--- src/rtl/rrsa_pkg.sv ---
// ----------------------------------------------------------------------------
// rrsa_pkg
// Shared types and constants of the round-robin slot id allocator.
// ----------------------------------------------------------------------------
package rrsa_pkg;

  localparam int SLOT_COUNT = 64;
  localparam int ID_W       = $clog2(SLOT_COUNT);

  localparam int BASE_W     = 48;
  localparam int SHIFT_W    = 6;
  localparam int RID_W      = 6;
  localparam int OUT_ID_W   = 6;
  localparam int ADDR_W     = 64;
  localparam int CFG_IDX_W  = 1;

  localparam logic [SHIFT_W-1:0] SHIFT_RESET = SHIFT_W'(32);

  typedef logic [ID_W-1:0] id_t;

  typedef enum logic {
    KIND_ALLOC   = 1'b0,
    KIND_RELEASE = 1'b1
  } kind_t;

  typedef enum logic [1:0] {
    ST_OK       = 2'd0,
    ST_FULL     = 2'd1,
    ST_NOT_BUSY = 2'd2
  } status_t;

  typedef enum logic [CFG_IDX_W-1:0] {
    CFG_VIRTUAL_BASE = 1'b0,
    CFG_SLOT_SHIFT   = 1'b1
  } cfg_index_t;

  typedef struct packed {
    logic             kind;
    logic [RID_W-1:0] release_id;
  } in_word_t;

  typedef struct packed {
    logic [1:0]          status;
    logic [OUT_ID_W-1:0] slot_id;
    logic [ADDR_W-1:0]   slot_address;
  } out_word_t;

  typedef struct packed {
    logic en;
    id_t  addr;
    logic busy;
  } map_wr_t;

  function automatic id_t next_id(input id_t id);
    return (id == ID_W'(SLOT_COUNT - 1)) ? '0 : id + 1'b1;
  endfunction

endpackage

--- src/rtl/rrsa_busy_map.sv ---
// ----------------------------------------------------------------------------
// rrsa_busy_map
// Busy bitmap in a synchronous memory with a registered read, with
// per-entry valid bits so reset frees every slot at once.
// ----------------------------------------------------------------------------
module rrsa_busy_map (
  input  logic           clk,
  input  logic           rst_n,
  input  logic           rd_en,
  input  rrsa_pkg::id_t  rd_addr,
  output logic           rd_busy,
  input  rrsa_pkg::map_wr_t wr
);
  import rrsa_pkg::*;

  logic                  mem [SLOT_COUNT];
  logic [SLOT_COUNT-1:0] valid_r;
  logic                  rd_busy_r;

  always_ff @(posedge clk) begin
    if (wr.en) begin
      mem[wr.addr] <= wr.busy;
    end
  end

  always_ff @(posedge clk) begin
    if (rd_en) begin
      rd_busy_r <= valid_r[rd_addr] & mem[rd_addr];
    end
  end

  always_ff @(posedge clk) begin
    if (!rst_n) begin
      valid_r <= '0;
    end else if (wr.en) begin
      valid_r[wr.addr] <= 1'b1;
    end
  end

  assign rd_busy = rd_busy_r;

endmodule

--- src/rtl/round_robin_slot_id_allocator.sv ---
// ----------------------------------------------------------------------------
// round_robin_slot_id_allocator
// Allocates slot ids round robin from a busy bitmap and releases them;
// returns the granted id and its address in the reserved region.
// ----------------------------------------------------------------------------
// allocate: one bitmap probe per cycle, k probes (1..SLOT_COUNT) until a free
//   slot or a full sweep; the result word is registered after the last probe
// release: one bitmap read, then a registered result word
// a new word can start in the cycle its predecessor's result is shown
// reset frees every slot at once, last granted id 0, base 0, shift 32
module round_robin_slot_id_allocator (
  input  logic                               clk,
  input  logic                               rst_n,
  input  logic                               start,
  output logic                               busy,
  input  rrsa_pkg::in_word_t                 in_word,
  output logic                               out_valid,
  output rrsa_pkg::out_word_t                out_word,
  input  logic                               cfg_we,
  input  logic [rrsa_pkg::CFG_IDX_W-1:0]     cfg_index,
  input  logic [rrsa_pkg::BASE_W-1:0]        cfg_data
);
  import rrsa_pkg::*;

  typedef enum logic [2:0] {
    S_IDLE = 3'b001,
    S_SCAN = 3'b010,
    S_REL  = 3'b100
  } state_t;

  state_t              state_r, state_nxt;
  id_t                 probe_r, probe_nxt;
  id_t                 cnt_r, cnt_nxt;
  id_t                 last_r, last_nxt;
  id_t                 rel_id_r, rel_id_nxt;
  logic                rel_ok_r, rel_ok_nxt;
  logic [BASE_W-1:0]   vbase_r;
  logic [SHIFT_W-1:0]  shift_r;
  logic                out_valid_r, out_valid_nxt;
  out_word_t           out_word_r, out_word_nxt;

  logic                rd_en;
  id_t                 rd_addr;
  logic                rd_busy;
  map_wr_t             wr;
  id_t                 first_probe;
  id_t                 scan_next;
  logic [ADDR_W-1:0]   grant_addr;

  rrsa_busy_map u_map (
    .clk     (clk),
    .rst_n   (rst_n),
    .rd_en   (rd_en),
    .rd_addr (rd_addr),
    .rd_busy (rd_busy),
    .wr      (wr)
  );

  assign first_probe = next_id(last_r);
  assign scan_next   = next_id(probe_r);
  assign grant_addr  = ADDR_W'(vbase_r) + (ADDR_W'(probe_r) << shift_r);

  always_comb begin
    state_nxt     = state_r;
    probe_nxt     = probe_r;
    cnt_nxt       = cnt_r;
    last_nxt      = last_r;
    rel_id_nxt    = rel_id_r;
    rel_ok_nxt    = rel_ok_r;
    out_valid_nxt = 1'b0;
    out_word_nxt  = out_word_r;
    rd_en         = 1'b0;
    rd_addr       = probe_r;
    wr            = '0;
    unique case (state_r)
      S_IDLE: begin
        if (start) begin
          if (in_word.kind == KIND_ALLOC) begin
            rd_en     = 1'b1;
            rd_addr   = first_probe;
            probe_nxt = first_probe;
            cnt_nxt   = '0;
            state_nxt = S_SCAN;
          end else begin
            rd_en      = 1'b1;
            rd_addr    = ID_W'(in_word.release_id);
            rel_id_nxt = ID_W'(in_word.release_id);
            rel_ok_nxt = (32'(in_word.release_id) < 32'(SLOT_COUNT));
            state_nxt  = S_REL;
          end
        end
      end
      S_SCAN: begin
        if (!rd_busy) begin
          wr.en                     = 1'b1;
          wr.addr                   = probe_r;
          wr.busy                   = 1'b1;
          last_nxt                  = probe_r;
          out_valid_nxt             = 1'b1;
          out_word_nxt.status       = ST_OK;
          out_word_nxt.slot_id      = OUT_ID_W'(probe_r);
          out_word_nxt.slot_address = grant_addr;
          state_nxt                 = S_IDLE;
        end else if (cnt_r == ID_W'(SLOT_COUNT - 1)) begin
          out_valid_nxt             = 1'b1;
          out_word_nxt.status       = ST_FULL;
          out_word_nxt.slot_id      = '0;
          out_word_nxt.slot_address = '0;
          state_nxt                 = S_IDLE;
        end else begin
          rd_en     = 1'b1;
          rd_addr   = scan_next;
          probe_nxt = scan_next;
          cnt_nxt   = cnt_r + 1'b1;
        end
      end
      S_REL: begin
        out_valid_nxt             = 1'b1;
        out_word_nxt.slot_id      = '0;
        out_word_nxt.slot_address = '0;
        if (rel_ok_r && rd_busy) begin
          wr.en               = 1'b1;
          wr.addr             = rel_id_r;
          wr.busy             = 1'b0;
          out_word_nxt.status = ST_OK;
        end else begin
          out_word_nxt.status = ST_NOT_BUSY;
        end
        state_nxt = S_IDLE;
      end
      default: begin
        state_nxt = S_IDLE;
      end
    endcase
  end

  always_ff @(posedge clk) begin
    if (!rst_n) begin
      state_r     <= S_IDLE;
      last_r      <= '0;
      out_valid_r <= 1'b0;
    end else begin
      state_r     <= state_nxt;
      last_r      <= last_nxt;
      out_valid_r <= out_valid_nxt;
    end
  end

  always_ff @(posedge clk) begin
    probe_r    <= probe_nxt;
    cnt_r      <= cnt_nxt;
    rel_id_r   <= rel_id_nxt;
    rel_ok_r   <= rel_ok_nxt;
    out_word_r <= out_word_nxt;
  end

  // configuration registers
  always_ff @(posedge clk) begin
    if (!rst_n) begin
      vbase_r <= '0;
      shift_r <= SHIFT_RESET;
    end else if (cfg_we) begin
      unique case (cfg_index)
        CFG_VIRTUAL_BASE: vbase_r <= cfg_data;
        CFG_SLOT_SHIFT:   shift_r <= cfg_data[SHIFT_W-1:0];
        default: begin
        end
      endcase
    end
  end

  assign busy      = (state_r != S_IDLE);
  assign out_valid = out_valid_r;
  assign out_word  = out_word_r;

`ifndef SYNTHESIS
  a_result_after_work: assert property (@(posedge clk) disable iff (!rst_n)
    out_valid_r |-> ($past(state_r) == S_SCAN || $past(state_r) == S_REL))
    else $error("result word without a finished request");

  a_accept_goes_busy: assert property (@(posedge clk) disable iff (!rst_n)
    (start && !busy) |=> busy)
    else $error("accepted word did not start work");

  a_full_is_zero: assert property (@(posedge clk) disable iff (!rst_n)
    (out_valid_r && out_word_r.status == ST_FULL) |->
      (out_word_r.slot_id == '0 && out_word_r.slot_address == '0))
    else $error("full result carries an id or address");

  a_grant_is_last: assert property (@(posedge clk) disable iff (!rst_n)
    (out_valid_r && $past(state_r) == S_SCAN && out_word_r.status == ST_OK) |->
      (out_word_r.slot_id == OUT_ID_W'(last_r)))
    else $error("granted id differs from last granted id");
`endif

endmodule

--- config.mk ---
export PLATFORM = sky130hd
export DESIGN_NAME = round_robin_slot_id_allocator
export DESIGN_NICKNAME = d
export VERILOG_FILES = /design/src/rtl/rrsa_pkg.sv /design/src/rtl/rrsa_busy_map.sv /design/src/rtl/round_robin_slot_id_allocator.sv
export SDC_FILE = /design/constraint.sdc
export NUM_CORES = 1
export LEC_CHECK = 0
export BUFFER_PORTS_ARGS = -buffer_cell sky130_fd_sc_hd__buf_2
export CELL_PAD_IN_SITES_DETAIL_PLACEMENT = 1
export CELL_PAD_IN_SITES_GLOBAL_PLACEMENT = 2
export CORE_MARGIN = 2
export CORE_UTILIZATION = 25
export DETAILED_ROUTE_END_ITERATION = 8
export PLACE_DENSITY = 0.6
export RECOVER_POWER = 25
export SLEW_MARGIN = 10
export SYNTH_ARGS = -nofsm -noshare
export SYNTH_HDL_FRONTEND = slang
export SYNTH_SLANG_ARGS = --single-unit
--- constraint.sdc ---
create_clock -name clk -period 16.57 [get_ports clk]
set_clock_uncertainty 0.1 [all_clocks]
set_input_delay 4.1425 -clock clk [delete_from_list [all_inputs] [get_ports clk]]
set_output_delay 4.1425 -clock clk [all_outputs]
set_load 0.01 [all_outputs]
==> load_flow_metrics.sql <==
INSERT INTO impl_metrics (metric_group, metric, value, unit) VALUES
('run_status', 'status', 'complete, but fails checks', ''),
('run_status', 'failed_checks', 'capacitance limit, slew limit', ''),
('synthesis', 'synth_sequential_area_ratio', '0.489', ''),
('placement', 'routabilityCongestion', '0.814', ''),
('floorplan', 'std_cell_rows', '89', ''),
('timing', 'slew_viol_final', '181', ''),
('synthesis', 'portion_of_synthesized_cell_area_occupied_by_the_leading_cell_type', '0.315', ''),
('clock_network', 'worst_skew_pair.late_latency', '0.56', 'ns'),
('global_route', 'grt_pass1_wl', '75100', 'um'),
('timing', 'fin_crit', '6.84', 'ns'),
('critical_path', 'crit_fanout', '71', ''),
('power', 'vdd_drop_max', '0.0000620', 'V'),
('floorplan', 'fp.dieH', '247', 'um'),
('synthesis', 'yosys.cell_types.count', '81', ''),
('timing', 'final_critical_path_setup_slack', '9.73', 'ns'),
('floorplan', 'design.die.area', '61000', 'um^2'),
('power', 'finalPower', '1.70', 'mW'),
('cells_and_area', 'area.growth.synth_to_final', '17.4', '%'),
('clock_network', 'numClockSinks', '283', ''),
('clock_network', 'post_cts_resized', '0', ''),
('timing', 'max_freq', '0.146', 'GHz'),
('clock_network', 'clk_pin_slew_worst_paths', '0.06', 'ns'),
('floorplan', 'core_area', '58700', 'um^2'),
('timing', 'max_slew.worst_pin.slew', '3.19', 'ns'),
('global_route', 'grt_remaining_overflow', '0', ''),
('route', 'detailedRoute.firstPassIterationCount', '5', ''),
('run', 'max-cap-violations', '5', ''),
('synthesis', 'netlist_instances', '1553', ''),
('clock_network', 'tritoncts', 'yes', ''),
('synthesis', 'synth_fp_nets', '1665', ''),
('synthesis', 'postSynthRegisterBits', '283', ''),
('critical_path', 'critPathArrivalTime', '6.98', 'ns'),
('power', 'cell_internal_pwr', '1.27', 'mW'),
('placement', 'post_place_setup_slack', '9.38', 'ns'),
('cells_and_area', 'postLayoutCoreUtil', '0.296', ''),
('timing', 'setup-tns-final', '0', 'ns'),
('route', 'detailedRoute.firstIterationViolations', '581', ''),
('placement', 'place_hpwl', '35900', 'um'),
('cells_and_area', 'nets_final', '1770', ''),
('global_route', 'globalRouteTotalUtil', '0.162', ''),
('power', 'power.sequential.fraction', '0.449', ''),
('clock_network', 'post-cts-setup-buffers', '0', ''),
('timing', 'hold_violations', '0', ''),
('floorplan', 'start_util', '0.252', ''),
('synthesis', 'synth_top_area_cell', 'edfxtp_1', ''),
('hold_path', 'timing.hold.worst.class', 'register to register', ''),
('cells_and_area', 'leading_cell_type_in_the_layout_fill_and_taps_excluded', 'nand2_1', ''),
('cells_and_area', 'final_layout_size_suffix_gt1_frac', '0.138', ''),
('placement', 'port_bufs', '133', ''),
('synthesis', 'ys_top_cells_by_area', 'edfxtp_1 (32%), dfxtp_1 (17%), nand2_1 (6.0%)', ''),
('clock_network', 'cts.hold.buffers_added', '0', ''),
('route', 'routedWlPerCell', '20.1', 'um'),
('global_route', 'grt_antenna_before_repair', '1', ''),
('clock_network', 'cts_inserted_buffers', '35', ''),
('route', 'vias', '11800', ''),
('timing', 'rsz_0062_raised_after_global_routing', 'no', ''),
('critical_path', 'start_kind', 'register', ''),
('route', 'vias_per_inst', '4.79', ''),
('global_route', 'number_of_global_route_vias_before_repair', '12200', ''),
('critical_path', 'setup.worst_path.end_class', 'register', ''),
('route', 'count_of_unresolved_drc_violations_after_routing', '0', ''),
('floorplan', 'io_pins', '134', ''),
('power', 'cellPowerDensity', '98.1', 'nW/um^2'),
('power', 'power.net_switching', '434', 'uW'),
('critical_path', 'crit_path_class', 'register to register', ''),
('synthesis', 'ys_dominant_reg_cell', 'edfxtp_1', ''),
('synthesis', 'synth.avg_cell_area', '9.51', 'um^2'),
('timing', 'timing.slew.headroom', '-1.13', ''),
('clock_network', 'htree_depth', '2', ''),
('floorplan', 'fp.dieW', '247', 'um'),
('clock_network', 'cts_max_path_buffers', '3', '');
-- area by class of cell --
type	count	area, um^2
Inverter	29	109
Tap cell	773	967
Timing Repair Buffer	144	739
Antenna cell	1	2.50
Fill cell	6793	41300
Clock inverter	17	200
Clock buffer	47	981
Multi-Input combinational cell	1165	7130
Sequential cell	283	7220
-- state kept, by name, indices dropped and copies added (netlist names) --
| signal | count |
|---|---|
| vbase_r | 48 |
| cnt_r | 6 |
| probe_r | 6 |
| u_map.valid_r | 64 |
| u_map.mem | 64 |
| out_valid | 1 |
| rel_id_r | 6 |
| u_map.rd_busy | 1 |
| shift_r | 6 |
| last_r | 6 |
| state_r | 3 |
| out_word | 72 |
-- synth_stat cells, types with 3 or more instances --
cell type,number
o31ai_1,3
nand4_1,13
o21ai_0,40
and2_1,25
mux4_2,4
o211ai_1,12
clkbuf_1,59
mux2_2,7
and3_1,14
o21ai_1,4
inv_1,29
nor2b_1,8
a21oi_1,71
nor4_1,4
edfxtp_1,155
mux2i_1,33
a32oi_1,3
a21boi_0,63
a211oi_1,4
a22oi_1,5
dfxtp_1,128
xor2_1,19
ha_1,51
o21bai_1,13
a21o_1,36
nand3_1,41
nor3_1,23
o21a_1,74
a31oi_1,9
a311o_1,4
or3_1,10
nand2b_1,16
o22ai_1,5
buf_1,3
nand2_1,237
a311oi_1,9
nor2_1,206
o2111ai_1,8
xnor2_1,25
nand3b_1,8
or2_2,13
buf_2,12
-- cell families after synthesis --
group / share of synthesized area
adders and majority gates: 0.0446
AOI/OAI and AO/OA: 0.187
DFF: 0.489
buffers and inverters: 0.0285
muxes: 0.0348
and+or+nand+nor: 0.190
xor gates and xnor gates: 0.0261
-- power groups by stage --
stage / clock network, mW / logic, mW / registers [mW]
floorplan: 0 / 0.101 / 0.770
global placement: 0 / 0.147 / 0.779
detailed placement: 0 / 0.149 / 0.779
CTS: 0.821 / 0.150 / 0.764
global route: 0.843 / 0.162 / 0.766
finish: 0.794 / 0.145 / 0.764
-- worst paths after layout --
path	from	to	slack [ns]	cells past startpoint
worst max register to register	state_r[1]	u_map.mem[45]	9.73	8
worst max-delay path	state_r[1]	u_map.mem[45]	9.73	8
worst min-delay path	u_map.valid_r[61]	u_map.valid_r[61]	0.36	1
worst min register to register	u_map.valid_r[61]	u_map.valid_r[61]	0.36	1
-- worst max-delay path, cell delays in order (launching register included) --
cell      delay, ns
dfxtp_1        0.46
nor3b_1        1.29
nand2_1        0.48
inv_1          0.24
clkbuf_1       2.25
nand2_1        0.47
a21boi_0       0.44
nand2_1        0.46
nor2_1         0.31
-- per-stage QoR --
step | std cells | hold slack (ns) | instance area [um^2]
floorplan | 1553 | 0.332 | 14800
global placement | 2394 | 0.347 | 16200
detailed placement | 2394 | 0.350 | 16200
CTS | 2458 | 0.368 | 17400
global route | 2459 | 0.382 | 17300
finish | 2459 | 0.364 | 17300
-- metal layers --
layer,GRT usage,up-vias,part of all wire
li1,-,5774,-
met1,0.212,5779,0.46
met2,0.276,167,0.48
met3,0.0220,65,0.033
met4,0.0503,0,0.022
met5,0,-,0
Note: power is estimated with default switching activity, not from simulation.
